**src/hw/rtl/dmoc_pkg.sv**
```systemverilog
// Shared constants, types and helper functions of the diamond open/close filter.
package dmoc_pkg;

    localparam int MAX_WIDTH    = 1024;
    localparam int MAX_RADIUS   = 8;
    localparam int PIXEL_BITS   = 8;
    localparam int HEIGHT_LIMIT = 4096;

    localparam int RING_ROWS  = 2 * MAX_RADIUS + 1;
    localparam int RAM_DEPTH  = RING_ROWS * MAX_WIDTH;
    localparam int COL_BITS   = (MAX_WIDTH > 1) ? $clog2(MAX_WIDTH) : 1;
    localparam int ROW_BITS   = $clog2(HEIGHT_LIMIT);
    localparam int SLOT_BITS  = (RING_ROWS > 1) ? $clog2(RING_ROWS) : 1;
    localparam int NUM_BITS   = $clog2(RING_ROWS + 1);
    localparam int RAD_BITS   = (MAX_RADIUS > 0) ? $clog2(MAX_RADIUS + 1) : 1;
    localparam int ADDR_BITS  = (RAM_DEPTH > 1) ? $clog2(RAM_DEPTH) : 1;
    localparam int WARM_BITS  = $clog2(2 * MAX_RADIUS * MAX_WIDTH + 2);

    // Register fields as seen on the configuration port
    localparam int CFG_WIDTH_BITS  = 11;
    localparam int CFG_HEIGHT_BITS = 13;
    localparam int CFG_RADIUS_BITS = 4;
    localparam int CFG_IDX_BITS    = 3;
    localparam int CFG_DATA_BITS   = 13;

    localparam int CMD_DEPTH    = 4;
    localparam int CMD_PTR_BITS = $clog2(CMD_DEPTH);

    typedef enum logic [CFG_IDX_BITS-1:0] {
        CFG_IMAGE_WIDTH  = 3'd0,
        CFG_IMAGE_HEIGHT = 3'd1,
        CFG_RADIUS       = 3'd2,
        CFG_OPEN_MODE    = 3'd3
    } t_cfg_idx;

    // Effective (clamped) configuration
    typedef struct packed {
        logic [COL_BITS:0]     w;
        logic [ROW_BITS:0]     h;
        logic [RAD_BITS-1:0]   r;
        logic                  open_mode;
    } t_cfg;

    // One classified pixel handed from the front to the back
    typedef struct packed {
        logic [PIXEL_BITS-1:0] px;
        logic [SLOT_BITS-1:0]  cur;
        logic [COL_BITS-1:0]   in_col;
        logic                  run1;
        logic [SLOT_BITS-1:0]  s1;
        logic [SLOT_BITS-1:0]  s2;
        logic [ROW_BITS-1:0]   row1;
        logic [COL_BITS-1:0]   col1;
        logic                  run2;
        logic [SLOT_BITS-1:0]  t2;
        logic [ROW_BITS-1:0]   row2;
        logic [COL_BITS-1:0]   col2;
        logic                  eof;
    } t_cmd;

    typedef enum logic [1:0] {
        SQ_IDLE,
        SQ_ROW,
        SQ_COL,
        SQ_DONE
    } t_seq_state;

    typedef struct packed {
        logic [CMD_PTR_BITS:0] cmd_cnt;
    } t_front_stat;

    typedef struct packed {
        logic       seq_idle;
        logic [1:0] out_cnt;
    } t_back_stat;

    // Max or min of two pixels
    function automatic logic [PIXEL_BITS-1:0] px_pick(
        input logic [PIXEL_BITS-1:0] a,
        input logic [PIXEL_BITS-1:0] b,
        input logic                  take_max
    );
        if (take_max) begin
            return (b > a) ? b : a;
        end
        return (b < a) ? b : a;
    endfunction

    // Ring slot r rows back, modulo n
    function automatic logic [SLOT_BITS-1:0] slot_back(
        input logic [SLOT_BITS-1:0] slot,
        input logic [RAD_BITS-1:0]  r,
        input logic [NUM_BITS-1:0]  n
    );
        logic [NUM_BITS:0] sum;
        sum = (NUM_BITS + 1)'(slot) + (NUM_BITS + 1)'(n) - (NUM_BITS + 1)'(r);
        if ((NUM_BITS + 1)'(slot) >= (NUM_BITS + 1)'(r)) begin
            return SLOT_BITS'((NUM_BITS + 1)'(slot) - (NUM_BITS + 1)'(r));
        end
        return SLOT_BITS'(sum);
    endfunction

endpackage

```
**src/hw/rtl/dmoc_front.sv**
```systemverilog
// Front end: configuration registers, raster position tracking and command queue.
module dmoc_front import dmoc_pkg::*; (
    input  logic                     i_clk,
    input  logic                     i_rst_n,
    input  logic                     i_push,
    input  logic [PIXEL_BITS-1:0]    i_pixel_in,
    output logic                     o_full,
    input  logic                     i_cfg_valid,
    output logic                     o_cfg_ready,
    input  logic [CFG_IDX_BITS-1:0]  i_cfg_index,
    input  logic [CFG_DATA_BITS-1:0] i_cfg_data,
    output t_cfg                     o_cfg,
    output t_cmd                     o_cmd,
    output logic                     o_cmd_valid,
    input  logic                     i_cmd_pop,
    output t_front_stat              o_stat
);

    logic [CFG_WIDTH_BITS-1:0]  r_image_width;
    logic [CFG_HEIGHT_BITS-1:0] r_image_height;
    logic [CFG_RADIUS_BITS-1:0] r_radius;
    logic                       r_open_mode;

    logic [COL_BITS-1:0]  r_in_col, n_in_col, r_col1, n_col1, r_col2, n_col2;
    logic [ROW_BITS-1:0]  r_in_row, n_in_row, r_row1, n_row1, r_row2, n_row2;
    logic [SLOT_BITS-1:0] r_slot, n_slot;
    logic [WARM_BITS-1:0] r_warm, n_warm;

    t_cmd                  r_q [CMD_DEPTH];
    logic [CMD_PTR_BITS-1:0] r_wp, r_rp;
    logic [CMD_PTR_BITS:0]   r_cnt;

    t_cfg                  cfg;
    t_cmd                  cmd;
    logic [NUM_BITS-1:0]   n_ring;
    logic [WARM_BITS-1:0]  rw, rw2;
    logic                  accept, pop, cfg_hit;
    logic [ROW_BITS+COL_BITS-1:0] adv_in, adv1, adv2;

    // Step a raster position by one pixel
    function automatic logic [ROW_BITS+COL_BITS-1:0] adv(
        input logic [COL_BITS-1:0] col,
        input logic [ROW_BITS-1:0] row,
        input logic [COL_BITS:0]   w,
        input logic [ROW_BITS:0]   h
    );
        logic [COL_BITS:0] c1;
        logic [ROW_BITS:0] r1;
        c1 = {1'b0, col} + 1'b1;
        r1 = {1'b0, row} + 1'b1;
        if (c1 >= w) begin
            if (r1 >= h) begin
                return '0;
            end
            return {r1[ROW_BITS-1:0], {COL_BITS{1'b0}}};
        end
        return {row, c1[COL_BITS-1:0]};
    endfunction

    // Configuration writes; any known register restarts the stream
    assign o_cfg_ready = 1'b1;
    assign cfg_hit = i_cfg_valid && ((i_cfg_index == CFG_IMAGE_WIDTH)
                  || (i_cfg_index == CFG_IMAGE_HEIGHT) || (i_cfg_index == CFG_RADIUS)
                  || (i_cfg_index == CFG_OPEN_MODE));

    always_ff @(posedge i_clk) begin
        if (!i_rst_n) begin
            r_image_width  <= CFG_WIDTH_BITS'(1024);
            r_image_height <= CFG_HEIGHT_BITS'(512);
            r_radius       <= CFG_RADIUS_BITS'(1);
            r_open_mode    <= 1'b0;
        end else if (i_cfg_valid) begin
            unique case (i_cfg_index)
                CFG_IMAGE_WIDTH:  r_image_width  <= i_cfg_data[CFG_WIDTH_BITS-1:0];
                CFG_IMAGE_HEIGHT: r_image_height <= i_cfg_data[CFG_HEIGHT_BITS-1:0];
                CFG_RADIUS:       r_radius       <= i_cfg_data[CFG_RADIUS_BITS-1:0];
                CFG_OPEN_MODE:    r_open_mode    <= i_cfg_data[0];
                default: ;
            endcase
        end
    end

    // Clamp registers to their usable ranges
    always_comb begin
        if (r_image_width == '0) begin
            cfg.w = (COL_BITS + 1)'(1);
        end else if (r_image_width > MAX_WIDTH) begin
            cfg.w = (COL_BITS + 1)'(MAX_WIDTH);
        end else begin
            cfg.w = (COL_BITS + 1)'(r_image_width);
        end
        if (r_image_height == '0) begin
            cfg.h = (ROW_BITS + 1)'(1);
        end else if (r_image_height > HEIGHT_LIMIT) begin
            cfg.h = (ROW_BITS + 1)'(HEIGHT_LIMIT);
        end else begin
            cfg.h = (ROW_BITS + 1)'(r_image_height);
        end
        if (r_radius > MAX_RADIUS) begin
            cfg.r = RAD_BITS'(MAX_RADIUS);
        end else begin
            cfg.r = RAD_BITS'(r_radius);
        end
        cfg.open_mode = r_open_mode;
    end

    assign o_cfg  = cfg;
    assign n_ring = NUM_BITS'(2 * cfg.r + 1);
    assign rw     = WARM_BITS'(cfg.r) * WARM_BITS'(cfg.w);
    assign rw2    = rw << 1;

    // Classify the incoming word: stage positions, ring slots, warm-up flags
    always_comb begin
        cmd.px     = i_pixel_in;
        cmd.cur    = r_slot;
        cmd.in_col = r_in_col;
        cmd.run1   = (r_warm >= rw);
        cmd.run2   = (r_warm >= rw2);
        cmd.s1     = slot_back(r_slot, cfg.r, n_ring);
        cmd.s2     = slot_back(cmd.s1, cfg.r, n_ring);
        cmd.t2     = slot_back(cmd.s2, cfg.r, n_ring);
        cmd.row1   = r_row1;
        cmd.col1   = r_col1;
        cmd.row2   = r_row2;
        cmd.col2   = r_col2;
        cmd.eof    = cmd.run2 && ({1'b0, r_col2} == cfg.w - 1'b1)
                  && ({1'b0, r_row2} == cfg.h - 1'b1);
    end

    assign accept = i_push && !o_full;
    assign pop    = i_cmd_pop && (r_cnt != '0);

    // Advance positions on each accepted word
    always_comb begin
        adv_in   = adv(r_in_col, r_in_row, cfg.w, cfg.h);
        adv1     = adv(r_col1, r_row1, cfg.w, cfg.h);
        adv2     = adv(r_col2, r_row2, cfg.w, cfg.h);
        n_in_col = r_in_col;
        n_in_row = r_in_row;
        n_col1   = r_col1;
        n_row1   = r_row1;
        n_col2   = r_col2;
        n_row2   = r_row2;
        n_slot   = r_slot;
        n_warm   = r_warm;
        if (accept) begin
            {n_in_row, n_in_col} = adv_in;
            if (adv_in[COL_BITS-1:0] == '0) begin
                n_slot = ((NUM_BITS'(r_slot) + NUM_BITS'(1)) == n_ring) ? '0
                       : r_slot + 1'b1;
            end
            if (cmd.run1) begin
                {n_row1, n_col1} = adv1;
            end
            if (cmd.run2) begin
                {n_row2, n_col2} = adv2;
            end
            if (r_warm < rw2) begin
                n_warm = r_warm + 1'b1;
            end
        end
    end

    always_ff @(posedge i_clk) begin
        if (!i_rst_n || cfg_hit) begin
            r_in_col <= '0;
            r_in_row <= '0;
            r_col1   <= '0;
            r_row1   <= '0;
            r_col2   <= '0;
            r_row2   <= '0;
            r_slot   <= '0;
            r_warm   <= '0;
        end else begin
            r_in_col <= n_in_col;
            r_in_row <= n_in_row;
            r_col1   <= n_col1;
            r_row1   <= n_row1;
            r_col2   <= n_col2;
            r_row2   <= n_row2;
            r_slot   <= n_slot;
            r_warm   <= n_warm;
        end
    end

    // Command queue toward the back end
    always_ff @(posedge i_clk) begin
        if (accept) begin
            r_q[r_wp] <= cmd;
        end
    end

    always_ff @(posedge i_clk) begin
        if (!i_rst_n) begin
            r_wp  <= '0;
            r_rp  <= '0;
            r_cnt <= '0;
        end else begin
            if (accept) begin
                r_wp <= r_wp + 1'b1;
            end
            if (pop) begin
                r_rp <= r_rp + 1'b1;
            end
            r_cnt <= r_cnt + (CMD_PTR_BITS + 1)'(accept) - (CMD_PTR_BITS + 1)'(pop);
        end
    end

    assign o_full         = (r_cnt == (CMD_PTR_BITS + 1)'(CMD_DEPTH));
    assign o_cmd          = r_q[r_rp];
    assign o_cmd_valid    = (r_cnt != '0);
    assign o_stat.cmd_cnt = r_cnt;

endmodule

```
**config.mk**
```make
export PLATFORM = sky130hd
export DESIGN_NAME = dmoc_front
export DESIGN_NICKNAME = d
export VERILOG_FILES = /design/src/hw/rtl/dmoc_pkg.sv /design/src/hw/rtl/dmoc_front.sv
export SDC_FILE = /design/constraint.sdc
export NUM_CORES = 1
export LEC_CHECK = 0
export BUFFER_PORTS_ARGS = -buffer_cell sky130_fd_sc_hd__buf_2
export CORE_ASPECT_RATIO = 1.75
export CORE_MARGIN = 2
export CORE_UTILIZATION = 40
export CTS_BUF_LIST = sky130_fd_sc_hd__clkbuf_2
export DETAILED_ROUTE_END_ITERATION = 8
export PLACE_DENSITY = 0.64
export SKIP_LAST_GASP = 1
export SYNTH_ARGS = -nofsm -noshare
export SYNTH_HDL_FRONTEND = slang
export SYNTH_SLANG_ARGS = --single-unit
```
**constraint.sdc**
```tcl
create_clock -name i_clk -period 8.4 [get_ports i_clk]
set_input_delay 0.84 -clock i_clk [delete_from_list [all_inputs] [get_ports i_clk]]
set_output_delay 0.84 -clock i_clk [all_outputs]
set_load 0.005 [all_outputs]
```
* After elaboration in Yosys (flattened, before gate mapping)
Memory sizes are Yosys's and may differ from the RTL's. A register that Yosys moved wholly into a read port is not among the register bits.
Index checks and enable logic that the tools add are counted.
** Storage, ports and cells
- Bits in registers :: 122
- Output and inout bits :: 120
- Input port bits :: 29
- Logic and storage cells :: 130
- Bits in writable memories :: 340
- Memories :: 1
** Memories
- r_q :: depth 4, bits a word 85, rd ports 1, clocked after memory_dff 1, write ports 1, RTL line dmoc_front.sv:29 : t_cmd r_q [CMD_DEPTH];
** Cells by class
- Muxes and demuxes :: 40
- Add/sub/neg operators :: 24
- Reductions and logical operators :: 27
- Equal/unequal tests :: 7
- Magnitude comparators :: 15
- Multipliers :: 1
** Operators with widths (count)
- $mux 22 :: 9
- $add 12x1->13 const B :: 3
- $ge 13x13->1 :: 3
- $mux 5 :: 7
- $add 10x1->11 const B :: 3
- $ge 11x11->1 :: 3
- $ge 15x15->1 :: 2
- $mux 10 :: 3
- $sub 5x4->5 :: 6
- $mux 13 :: 2
- $mux 11 :: 2
- $reduce_and 2->1 :: 9
- $add 15x1->15 const B :: 1
- $add 5x5->5 :: 3
- $ge 5x4->1 :: 3
- $lt 15x15->1 :: 1
- $mul 4x11->15 :: 1
- $mux 1 :: 14
- $eq 12x13->1 :: 1
- $gt 13x13->1 const B :: 1
- $logic_not 13->1 :: 1
- $sub 13x1->13 const B :: 1
- $eq 10x11->1 :: 1
- $gt 11x11->1 const B :: 1
- other kinds (20) :: 33

* Depth between registers and ports, before layout
Gate-level depths: netlist of the first run.
- Word-level depth :: 12
- Depth in mapped cells :: 28
- Mapped depth without buffers :: 28

* Worst setup path after synthesis of the first run
No wires, ideal clock.
- Path type :: reg-to-reg
- Start point :: register r_image_width[5]
- End point :: register r_warm[11]
- Period minus slack after synthesis :: 6289 ps
- Stages on the path, launching flop included :: 25
- Path buffers :: 1
- Required time :: 8330 ps
- Data arrival time :: 6218 ps
- Setup slack :: 2111 ps
- Library setup time :: 70 ps
- Cell sequence :: dfxtp_1 -> or4_1 -> or2_2 -> nor3b_1 -> o21ai_1 -> nor2_1 -> fa_1 -> fa_1 -> fa_1 -> a21oi_2 -> o2111ai_1 -> a21o_1 -> a21oi_1 -> xor2_1 -> ha_1 -> and3_1 -> nand3_1 -> o21bai_1 -> a21oi_1 -> o31ai_1 -> a41oi_1 -> or3_1 -> buf_2 -> or4_1 -> a21oi_1
** On the way
- Cells in the longest elaborated chain, start to end :: 6
- Elaborated cells between the ends (all ways) :: 7
- Classes of those cells :: mul: 1; order compare: 2; mux: 2; reduce/logical: 2
** RTL lines
- start: declaration :: RTL line dmoc_front.sv:19 : logic [CFG_WIDTH_BITS-1:0] r_image_width;
- start signal: assignment :: RTL line dmoc_front.sv:74 : CFG_IMAGE_WIDTH: r_image_width <= i_cfg_data[CFG_WIDTH_BITS-1:0];
- $gt 11x11->1 :: RTL line dmoc_front.sv:87 : end else if (r_image_width > MAX_WIDTH) begin
- $mux 11 :: RTL line dmoc_front.sv:87
- $mux 11 (*) :: RTL line dmoc_front.sv:85 : if (r_image_width == '0) begin
- $mul 4x11->15 (*) :: RTL line dmoc_front.sv:109 : assign rw = WARM_BITS'(cfg.r) * WARM_BITS'(cfg.w);
- $lt 15x15->1 (*) :: RTL line dmoc_front.sv:158 : if (r_warm < rw2) begin
- $reduce_and 2->1 (no line) (*)
- end signal: assignment :: RTL line dmoc_front.sv:182 : r_warm <= n_warm;
- end: declaration :: RTL line dmoc_front.sv:27 : logic [WARM_BITS-1:0] r_warm, n_warm;
Every way passes the cells marked *; elsewhere a longest branch is shown, timed or not.
A chain may end at the register's enable or synchronous reset.

* Final worst setup path of the first run
- Start point :: register r_image_width[5]
- End point :: register r_row2[10]
** On the way
- Cells in the longest elaborated chain, start to end :: 6
- Elaborated cells between the ends (all ways) :: 9
- Classes of those cells :: mul: 1; order compare: 3; mux: 3; reduce/logical: 2
** RTL lines
- $gt 11x11->1 :: RTL line dmoc_front.sv:87
- $mux 11 :: RTL line dmoc_front.sv:87
- $mux 11 (*) :: RTL line dmoc_front.sv:85
- $mul 4x11->15 / $ge 11x11->1 (equally long branches) :: RTL line dmoc_front.sv:109, dmoc_front.sv:51
- $ge 15x15->1 / $mux 1 (equally long branches) :: RTL line dmoc_front.sv:118, dmoc_front.sv:51
- $reduce_and 3->1 (no line) (*)
- end signal: assignment :: RTL line dmoc_front.sv:180 : r_row2 <= n_row2;
- end: declaration :: RTL line dmoc_front.sv:25 : logic [ROW_BITS-1:0] r_in_row, n_in_row, r_row1, n_row1, r_row2, n_row2;
Marks and branches as above.

==> results of run 1 <==
==> cells by family (layout without fill, tap and decap cells) <==
| logic type | after synthesis | after routing |
|---|---|---|
| flip-flops | 452 | 452 |
| AND/OR/NAND/NOR | 532 | 532 |
| other | 1 | 3 |
| multiplexers | 100 | 100 |
| AO/OA/AOI/OAI | 326 | 326 |
| adder cells (fa/ha/maj) | 175 | 175 |
| XOR/XNOR | 111 | 111 |
| buffers and inverters | 175 | 458 |
==> cells in the mapped netlist, types with 18 or more instances <==
cell type	n	area, um2
fa_1	28	561
ha_1	146	1830
nor3_1	33	165
o21a_1	20	150
xnor2_1	61	534
a21boi_0	25	188
a21o_1	22	165
o21ai_0	47	235
clkbuf_1	60	225
nand3_1	55	275
nand2b_1	19	119
nor2b_1	19	119
o211ai_1	27	203
and3_1	35	219
buf_1	19	71.3
dfxtp_1	112	2240
a21oi_1	78	390
and2_1	18	113
inv_1	85	319
nor2_1	105	394
edfxtp_1	340	10200
nand2_1	162	608
mux4_2	85	1910
xor2_1	50	438
==> cell type report <==
cell class                      instances  area share
Timing Repair Buffer                  186      0.0414
Clock inverter                         31     0.00795
Antenna cell                            2    0.000191
Tap cell                              773      0.0370
Multi-Input combinational cell       1245       0.395
Sequential cell                       452       0.477
Clock buffer                          154      0.0295
Inverter                               87      0.0125
==> timing repair <==
action / 4_1_cts / 5_1_grt
resized for setup: 0 / 0
endpoints found under the setup margin: 0 / 0
endpoints found under the hold margin: 55 / 0
hold buffers: 21 / 0
==> layer usage <==
layer,up-vias,track usage,part of all wire
li1,7473,-,-
met1,8007,0.214,0.39
met2,457,0.362,0.53
met3,143,0.0329,0.042
met4,0,0.103,0.044
met5,-,0,0
==> tightest hold or removal path, delay by kind of cell <==
family / cells / cell delay (ns)
buffers and inverters: 1 / 0.08
multiplexers: 1 / 0.14
AND/OR/NAND/NOR: 2 / 0.21
==> through the flow <==
step                area [um2]   util  hold slack, ns  power [mW]
floorplan                23400      -           0.442        3.85
global route             26100  0.450           0.147        6.16
CTS                      26100  0.450          0.0737        5.93
detailed placement       24900  0.429           0.480        4.45
finish                   26100  0.450           0.217        5.82
global placement         24900  0.429           0.466        4.40
==> worst max-delay path by stage <==
stage                  to  cells after the start
2_1_floorplan  r_warm[11]                     24
3_3_place_gp    r_row2[9]                     23
3_5_place_dp    r_row2[8]                     23
4_1_cts        r_row2[10]                     23
5_1_grt         r_row2[0]                     23
6_report       r_row2[10]                     23
==> registers in the layout, summed over array words and instances, names as in the netlist, named ones only <==
signal	flops
r_in_col	10
r_col1	10
r_col2	10
r_image_width	11
r_warm	15
r_rp	2
r_wp	2
r_q	340
r_radius	4
r_row1	12
o_stat	3
r_image_height	13
r_slot	5
r_row2	12
r_open_mode	1
==> report_power, final <==
group,total (mW),internal (mW),switching (mW)
registers,2.84,2.72,0.126
logic,1.52,0.706,0.813
clock network,1.46,0.582,0.874
==> key figures, run 1 <==
Global routing
  – Grt ovf: 0
  – Initial antenna violation count: 2
  – GRT Total Usage: 0.196
  – Vias in the first global route: 16,600
  – First-pass GRT wire length: 91.5 mm
  – Largest net degree at the start of global routing: 60

Synthesis
  – Avg Cell Area, Syn: 12.5 um2
  – Post-synthesis mux area share: 0.0884
  – Post-synth ARST share: 0
  – Post-synthesis register bit count: 452
  – Synth Area in Compound Gates: 0.0944
  – Synth Flop Type: edfxtp_1
  – Post-Synth Adder-Cell Area: 0.102
  – Synth Area in XOR/XNOR: 0.0415
  – Distinct cells, synth: 79
  – Number of flops mapped to enable cells by yosys: 340
  – Sequential-to-total area share from yosys stat: 0.531
  – Yosys warns: 0
  – Largest family of logic cells by synthesized area: simple AND/OR/NAND/NOR gates
  – Post-Syn Nets: around 2,100
  – Mapped Cells: around 1,900
  – Synth Area in Simple Gates: 0.113
  – Synth Cell Area: 23,400 um2

Critical path
  – Critical-path cell list: or4_1, or2_2, nor3b_1, o21ai_1, nor2_1, fa_1, fa_1, fa_1, a21oi_2, o2111ai_1, a21o_1, a21oi_1, xor2_1, ha_1, and3_1, nand3_1, o21bai_1, a21oi_1, o41a_1, o31ai_1, a211o_1, or3_1, o21ai_1
  – Element type at the critical path end: flip-flop
  – Buffers and inverters on the worst path: 0
  – Slowest CP cell: a211o_1
  – Worst r2r src: r_image_width[5]
  – Worst Reg2Reg Path Length in Cells: 23
  – Worst Setup SP: r_image_width[5]
  – Critical Path AT: ~8.4 ns
  – Reg2Reg Setup Slack: between 0.9 and 1 ns
  – Top Family by Delay on Critical Path: compound AO/OA/AOI/OAI gates
  – CP Class: flip-flop to flip-flop
  – Max stage delay on crit path: 0.56 ns
  – CP Launch Type: flip-flop
  – CP max FO: 15
  – Worst Path Required: roughly 9.4 ns
  – Most frequent CP cell: fa_1
  – Worst r2r dst: r_row2[10]

Timing
  – Least-Margin Pin Slew: between 1 and 1.5 ns
  – Clock Skews: 0.0771 ns
  – Slew HR: 0.220
  – Final worst slack: 0.924 ns
  – Setup violations, final: 0
  – Slew Viols, Final: 0
  – Fmax: about 0.13 GHz
  – Period minus WS final: 7.48 ns
  – RSZ-0062 raised after global routing: no
  – Final period utilization: 0.890
  – Final hold vios: 0
  – Setup TNS: 0 ns

Placed design
  – PortBufs: around 150
  – Post-DP HPWL: roughly 40 mm
  – Gpl congestion: between 0.9 and 1
  – Placed Cells: between 2,000 and 3,000
  – Pre-CTS setup slack: 0.965 ns

Floorplan
  – Initial core utilization: 0.403
  – # IOs: 149
  – Die height: 324 um
  – CORE AREA: 58,100 um2
  – Die Footprint: 60,600 um2
  – Die X: 187 um
  – Std cell rows: 117

Clock network
  – CTS tree: yes
  – Total clock sinks: 452
  – Later-pin clock latency in the skew report: between 1 and 1.5 ns
  – CTS Buf Count: 99
  – Clock Tree Buf Depth: 3
  – H-Tree Depth: 3
  – Post-CTS setup buffers: 0
  – CTS clk-pin slew, worst paths: 0.11 ns
  – Clock root buffer: clkbuf_2

Worst hold path
  – WHS Endpoint: r_open_mode
  – Hold Crit Depth: 4
  – Hold WC Path Type: input pin to flip-flop
  – Hold Crit Start: i_cfg_index[2]

Drt
  – Post-route ant nets: 0
  – WL per Instance: 20.3 um
  – Final WL: 59.4 mm
  – Drt drc: 0
  – Initial DRC Count: 820
  – Via-to-Cell Ratio: 5.49
  – Via Count: 16,100
  – Pre-antenna DRT Iters: 6

Finish
  – Multi-input logic area: a little over 10,000 um2
  – Nets: 2,274
  – Storage cell area: 12,500 um2
  – P&R area growth vs syn: 11.5%
  – Proportion of layout cells with a drive suffix above 1: 0.210
  – Most frequent cells in the layout: edfxtp_1 (340), nand2_1 (161), clkbuf_2 (154)
  – Non-filler instance count after layout: 2,930
  – FILL cells: 5,376
  – Commonest non-fill, non-tap cell in the layout: edfxtp_1

Power
  – Power density cells: 223 nW/um2
  – VDD IR max: about 160 uV
  – Leak Pwr: 9.94 nW

Status
  – Result of the run: completed

Job
  – Max-cap violations: 0
No activity file was read; power rests on OpenSTA's default activity.
==> run 2: changes to the inputs <==
--- a/config.mk
+++ b/config.mk
@@ -8,10 +8,10 @@
 export BUFFER_PORTS_ARGS = -buffer_cell sky130_fd_sc_hd__buf_2
 export CORE_ASPECT_RATIO = 1.75
 export CORE_MARGIN = 2
-export CORE_UTILIZATION = 40
+export CORE_UTILIZATION = 35
 export CTS_BUF_LIST = sky130_fd_sc_hd__clkbuf_2
 export DETAILED_ROUTE_END_ITERATION = 8
-export PLACE_DENSITY = 0.64
+export PLACE_DENSITY = 0.59
 export SKIP_LAST_GASP = 1
 export SYNTH_ARGS = -nofsm -noshare
 export SYNTH_HDL_FRONTEND = slang
==> constraint.sdc (replaced) <==
create_clock -name i_clk -period 7.14 [get_ports i_clk]
set_input_delay 0.714 -clock i_clk [delete_from_list [all_inputs] [get_ports i_clk]]
set_output_delay 0.714 -clock i_clk [all_outputs]
set_load 0.005 [all_outputs]
==> key figures, run 2 (synthesis gave the netlist of run 1 again) <==
Global routing
  – First-pass GRT wire length: 95.0 mm (+3.9%)
  – Largest net degree at the start of global routing: 59 (-1.7%)
  – Grt ovf: 0 (unchanged)
  – Vias in the first global route: 17,000 (+2.2%)
  – Initial antenna violation count: 2 (unchanged)
  – GRT Total Usage: 0.181 (-0.0146)

Critical path
  – CP max FO: 14 (-1)
  – Reg2Reg Setup Slack: 0.41 ns (-0.51 ns)
  – Critical Path AT: 7.75 ns (-0.69 ns)
  – CP Class: flip-flop to flip-flop
  – CP Launch Type: flip-flop
  – Element type at the critical path end: flip-flop
  – Max stage delay on crit path: 0.55 ns (about the same)
  – Most frequent CP cell: fa_1
  – Worst Path Required: 8.16 ns (-1.21 ns)
  – Slowest CP cell: or4_1
  – Critical-path cell list: or4_1, or2_2, nor3b_2, o21ai_2, nor2_2, fa_1, fa_1, fa_1, a21oi_2, o2111ai_1, a21o_1, a21oi_1, xor2_1, ha_1, and3_1, nand3_1, o21bai_1, a21oi_2, o41a_1, o41ai_4, a211o_1, buf_6, o211ai_1, o31ai_2

Timing
  – Least-Margin Pin Slew: 1.24 ns (+0.0802 ns)
  – Slew HR: 0.166 (-0.0538)
  – Fmax: 0.149 GHz (+11%)
  – Setup TNS: 0 ns (unchanged)
  – Period minus WS final: 6.73 ns (-0.746 ns)
  – Setup violations, final: 0 (unchanged)
  – Clock Skews: 0.0863 ns (+0.00917 ns)
  – Final period utilization: 0.943 (+0.0526)
  – Slew Viols, Final: 0 (unchanged)
  – Final hold vios: 0 (unchanged)
  – RSZ-0062 raised after global routing: no

Floorplan
  – Die X: 200 um (+6.8%)
  – Std cell rows: 125 (+6.8%)
  – Initial core utilization: 0.354 (-0.0499)
  – Die Footprint: 69,100 um2 (+14%)
  – Die height: 346 um (+6.8%)
  – # IOs: 149 (unchanged)
  – CORE AREA: 66,300 um2 (+14%)

Power
  – Total power: 6.89 mW (+18%)
  – Leak Pwr: 10.1 nW (+2.0%)
  – VDD IR max: 255 uV (+55%)
  – Power density cells: 258 nW/um2 (+16%)

Clock network
  – Clock Tree Buf Depth: 3 (unchanged)
  – Later-pin clock latency in the skew report: 1.17 ns (+0.06 ns)
  – CTS tree: yes
  – Total clock sinks: 452 (unchanged)
  – CTS clk-pin slew, worst paths: 0.12 ns (about the same)
  – Clock root buffer: clkbuf_2
  – H-Tree Depth: 3 (unchanged)
  – CTS Buf Count: 104 (+5.1%)

Finish
  – Nets: 2,321 (+2.1%)
  – Proportion of layout cells with a drive suffix above 1: 0.223 (+0.0130)
  – Most frequent cells in the layout: edfxtp_1 (340), nand2_1 (161), clkbuf_2 (161)
  – Non-filler instance count after layout: 3,102 (+5.9%)
  – Commonest non-fill, non-tap cell in the layout: edfxtp_1
  – Max reg flops: 340 (unchanged)
  – P&R area growth vs syn: 14.1%
  – Post-layout util: 0.404 (-0.0462)
  – Largest Register: r_q
  – FILL cells: 6,443 (+20%)
  – Top Registers: r_q (340), r_warm (15), r_image_height (13)

Drt
  – Final WL: 62.2 mm (+4.8%)
  – Drt drc: 0 (unchanged)
  – WL per Instance: 20.1 um (-1.0%)
  – Via-to-Cell Ratio: 5.22 (-5.0%)
  – Pre-antenna DRT Iters: 5 (-1)
  – Via Count: 16,200 (+0.63%)
  – Initial DRC Count: 856 (+4.4%)
  – Post-route ant nets: 0 (unchanged)

Placed design
  – PortBufs: 147 (unchanged)
  – Gpl congestion: 0.890 (-1.5%)
  – Placed Cells: 2,859 (+5.0%)
  – Post-DP HPWL: 42.0 mm (+3.8%)

Job
  – Max-cap violations: 0 (unchanged)

Status
  – Result of the run: completed

Worst hold path
  – Hold WC Path Type: input pin to flip-flop
[run 2: cell types whose count changed in the layout (fill, tap and decap cells not counted), sizes merged]
cell / previous run / this run
buf: 165 / 187
dlygate4sd3: 21 / 40
bufinv: 3 / 2
inv: 91 / 87
clkinv: 23 / 33
diode: 2 / 4
or3: 15 / 16
clkbuf: 154 / 161
[run 2: per-layer routing]
layer  global-route usage  wire length, um
met5                    0                0
met1                0.203            24500
met3               0.0297             2630
met4               0.0972             2880
met2                0.323            32200
[run 2: stage by stage]
stage	cell area [um2]	setup slack (ns)	hold WS [ns]
after detailed placement	25200	0.218	0.495
after floorplan	23400	0.851	0.442
after CTS	26700	0.118	0.0600
final	26800	0.410	0.205
after global routing	26800	0.00730	0.0948
after global placement	25200	0.308	0.485
[run 2: final cells by class]
class	instances	area, um2	area share
flip-flops and latches	452	12500	0.466
inverters	87	327	0.0122
well taps	889	1110	0.0416
clock buffers	161	806	0.0301
diodes	4	10.0	0.000374
repair buffers	227	1440	0.0538
multi-input cells	1246	10400	0.389
clock inverters	36	204	0.00762
[run 2: what timing repair did]
| item | CTS | global route |
|---|---|---|
| gates resized for setup | 0 | 14 |
| setup buffers | 0 | 1 |
| endpoints found under the hold margin | 70 | 0 |
| hold buffers | 40 | 0 |
| setup endpoints to repair | 0 | 36 |
[run 2: final timing paths]
check	end	cells past startpoint	startpoint
min reg2reg	r_image_height[0]	2	r_image_height[0]
max	r_row2[3]	24	r_image_width[5]
min	r_col2[9]	5	i_push
max reg2reg	r_row2[3]	24	r_image_width[5]
[run 2: critical path: cells and delay by family, from the launching register on]
| kind | cells | cell delay, ns |
|---|---|---|
| AOI/OAI and AO/OA | 12 | 2.52 |
| adders and majority gates | 4 | 1.77 |
| and+or+nand+nor | 6 | 1.50 |
| DFF | 1 | 0.39 |
| xor gates and xnor gates | 1 | 0.23 |
| buffers and inverters | 1 | 0.20 |
[run 2: power breakdown]
| group | internal (mW) | total, mW | switching (mW) | leakage [nW] |
|---|---|---|---|---|
| Combinational | 0.845 | 1.83 | 0.984 | 5.37 |
| Sequential | 3.20 | 3.34 | 0.142 | 4.00 |
| Clock | 0.677 | 1.73 | 1.05 | 0.768 |
| Total | 4.72 | 6.89 | 2.18 | 10.1 |
==> run 3: changes to the inputs <==
--- a/config.mk
+++ b/config.mk
@@ -7,12 +7,14 @@
 export LEC_CHECK = 0
 export BUFFER_PORTS_ARGS = -buffer_cell sky130_fd_sc_hd__buf_2
 export CORE_ASPECT_RATIO = 1.75
-export CORE_MARGIN = 2
+export CORE_MARGIN = 5
 export CORE_UTILIZATION = 35
 export CTS_BUF_LIST = sky130_fd_sc_hd__clkbuf_2
 export DETAILED_ROUTE_END_ITERATION = 8
 export PLACE_DENSITY = 0.59
+export RECOVER_POWER = 25
 export SKIP_LAST_GASP = 1
 export SYNTH_ARGS = -nofsm -noshare
 export SYNTH_HDL_FRONTEND = slang
 export SYNTH_SLANG_ARGS = --single-unit
+export TNS_END_PERCENT = 10
==> key figures, run 3 (synthesis gave the netlist of run 1 again) <==
Critical path
  – Critical-path cell list: or4_1, or2_2, nor3b_1, o21ai_2, nor2_2, fa_1, fa_1, fa_1, a21oi_2, o2111ai_2, a21o_1, a21oi_1, xor2_1, ha_1, and3_1, nand3_1, o21bai_1, a21oi_2, o41a_1, o41ai_4, a211o_1, buf_4, o211ai_1, o31ai_2
  – Max stage delay on crit path: 0.55 ns (about the same)
  – Worst r2r dst: r_row2[3]
  – CP Class: flip-flop to flip-flop
  – Worst Path Required: 8.16 ns (about the same)
  – Element type at the critical path end: flip-flop
  – Worst Reg2Reg Path Length in Cells: 24 (unchanged)
  – Slowest CP cell: or4_1
  – CP Launch Type: flip-flop
  – Most frequent CP cell: fa_1
  – CP max FO: 14 (unchanged)
  – Critical Path AT: 7.83 ns (+0.08 ns)
  – Worst Setup SP: r_image_width[5]
  – Reg2Reg Setup Slack: 0.33 ns (-0.08 ns)
  – Worst r2r src: r_image_width[5]

Finish
  – Max reg flops: 340 (unchanged)
  – Proportion of layout cells with a drive suffix above 1: 0.215 (-0.00831)
  – Post-layout util: 0.402 (-0.00178)
  – Top Registers: r_q (340), r_warm (15), r_image_height (13)
  – Commonest non-fill, non-tap cell in the layout: edfxtp_1
  – Most frequent cells in the layout: edfxtp_1 (340), nand2_1 (161), clkbuf_2 (153)
  – Largest Register: r_q
  – P&R area growth vs syn: 13.9%
  – Nets: 2,323 (+0.086%)
  – FILL cells: 6,352 (-1.4%)

Drt
  – Initial DRC Count: 791 (-7.6%)
  – Via-to-Cell Ratio: 5.26 (+0.93%)
  – Via Count: 16,300 (+0.83%)
  – Final WL: 63.0 mm (+1.2%)
  – Pre-antenna DRT Iters: 5 (unchanged)
  – Drt drc: 0 (unchanged)
  – Post-route ant nets: 0 (unchanged)
  – WL per Instance: 20.3 um (+1.3%)

Timing
  – Least-Margin Pin Slew: 1.12 ns (-0.119 ns)
  – Slew Viols, Final: 0 (unchanged)
  – Clock Skews: 0.107 ns (+0.0211 ns)
  – Setup TNS: 0 ns (unchanged)
  – RSZ-0062 raised after global routing: no
  – Final hold vios: 0 (unchanged)
  – Fmax: 0.147 GHz (-1.2%)
  – Setup violations, final: 0 (unchanged)
  – Slew HR: 0.232 (+0.0662)
  – Final period utilization: 0.954 (+0.0113)
  – Period minus WS final: 6.81 ns (+0.0806 ns)

Power
  – VDD IR max: 163 uV (-36%)
  – Power density cells: 255 nW/um2 (-0.87%)
  – Leak Pwr: 10.1 nW (-0.25%)

Global routing
  – GRT Total Usage: 0.173 (-0.00829)
  – Initial antenna violation count: 3 (+1)
  – Grt ovf: 0 (unchanged)
  – Largest net degree at the start of global routing: 58 (-1.7%)
  – Vias in the first global route: 17,200 (+0.97%)
  – First-pass GRT wire length: 97.0 mm (+2.1%)

Worst hold path
  – Hold Crit Start: i_push
  – Hold Crit Depth: 5 (unchanged)
  – Hold WC Path Type: input pin to flip-flop
  – WHS Endpoint: r_wp[1]

Floorplan
  – Die Footprint: 72,500 um2 (+4.8%)
  – # IOs: 149 (unchanged)
  – CORE AREA: 66,500 um2 (+0.24%)
  – Std cell rows: 125 (unchanged)
  – Die X: 206 um (+3.0%)
  – Initial core utilization: 0.353 (-0.000832)
  – Die height: 352 um (+1.7%)

Clock network
  – CTS clk-pin slew, worst paths: 0.12 ns (about the same)
  – Total clock sinks: 452 (unchanged)
  – Post-CTS setup buffers: 0 (unchanged)
  – CTS Buf Count: 103 (-0.96%)
  – Clock root buffer: clkbuf_2
  – CTS tree: yes
  – Later-pin clock latency in the skew report: 1.16 ns (about the same)
  – Clock Tree Buf Depth: 3 (unchanged)
  – H-Tree Depth: 3 (unchanged)

Job
  – Max-cap violations: 0 (unchanged)

Placed design
  – Post-DP HPWL: 43.8 mm (+4.4%)
  – PortBufs: 147 (unchanged)
  – Gpl congestion: 0.861 (-3.2%)

Status
  – Result of the run: completed
run 3: changes by cell type in the layout (fill, tap and decap cells not counted), sizes merged:
cell         before  now
clkinv           33   35
or3              16   15
bufinv            2    1
buf             187  176
inv              87   88
dlygate4sd3      40   47
run 3: layout make-up:
cell class              instances  area, um2  area share
flip-flops and latches        452      12500       0.467
multi-input cells            1245      10400       0.388
repair buffers                231       1470      0.0552
well taps                     889       1110      0.0417
clock buffers                 153        766      0.0287
inverters                      87        327      0.0122
clock inverters                38        190     0.00712
diodes                          4       10.0    0.000375
run 3: worst max-delay path, delay by kind of cell (launching register included):
kind / cells / cell delay, ns
fa+ha+maj: 4 / 1.76
simple gates: 6 / 1.54
compound gates: 12 / 2.54
flops: 1 / 0.38
xor+xnor: 1 / 0.23
buf+inv: 1 / 0.24
run 3: how the worst max path moves through the flow:
stage / endpoint / slack, ns / cells past startpoint
floorplan: r_warm[11] / 0.85 / 24
global placement: r_warm[3] / 0.24 / 24
detailed placement: r_warm[3] / 0.15 / 24
CTS: r_warm[3] / 0.1 / 24
global route: r_row2[3] / 0.04 / 24
finish: r_row2[3] / 0.33 / 24
run 3: stage by stage:
step	power, mW	hold WS, ns	instance area, um2	setup slack, ns	std cells
2_1_floorplan	4.53	0.442	23400	0.851	1872
3_3_place_gp	5.23	0.484	25200	0.245	2857
3_5_place_dp	5.28	0.485	25200	0.149	2857
4_1_cts	6.98	0.0308	26700	0.0990	3095
5_1_grt	7.29	0.0896	26700	0.0355	3099
6_report	6.82	0.213	26700	0.329	3099
run 3: power by group:
part	switching [mW]	internal, mW
sequential	0.149	3.20
combinational	0.978	0.845
clock	1.03	0.617
total	2.16	4.66
run 3: repair_timing:
| action | CTS | global route |
|---|---|---|
| hold endpoints to repair | 68 | 0 |
| hold buffers | 47 | 0 |
| gates resized for setup | 0 | 9 |
| endpoints found under the setup margin | 0 | 36 |
run 3: per-layer routing:
metal | global-route usage | up-vias | part of all wire
li1 | - | 7590 | -
met1 | 0.190 | 8129 | 0.38
met3 | 0.0358 | 149 | 0.046
met4 | 0.0803 | 0 | 0.043
met2 | 0.315 | 447 | 0.53
met5 | 0 | - | 0
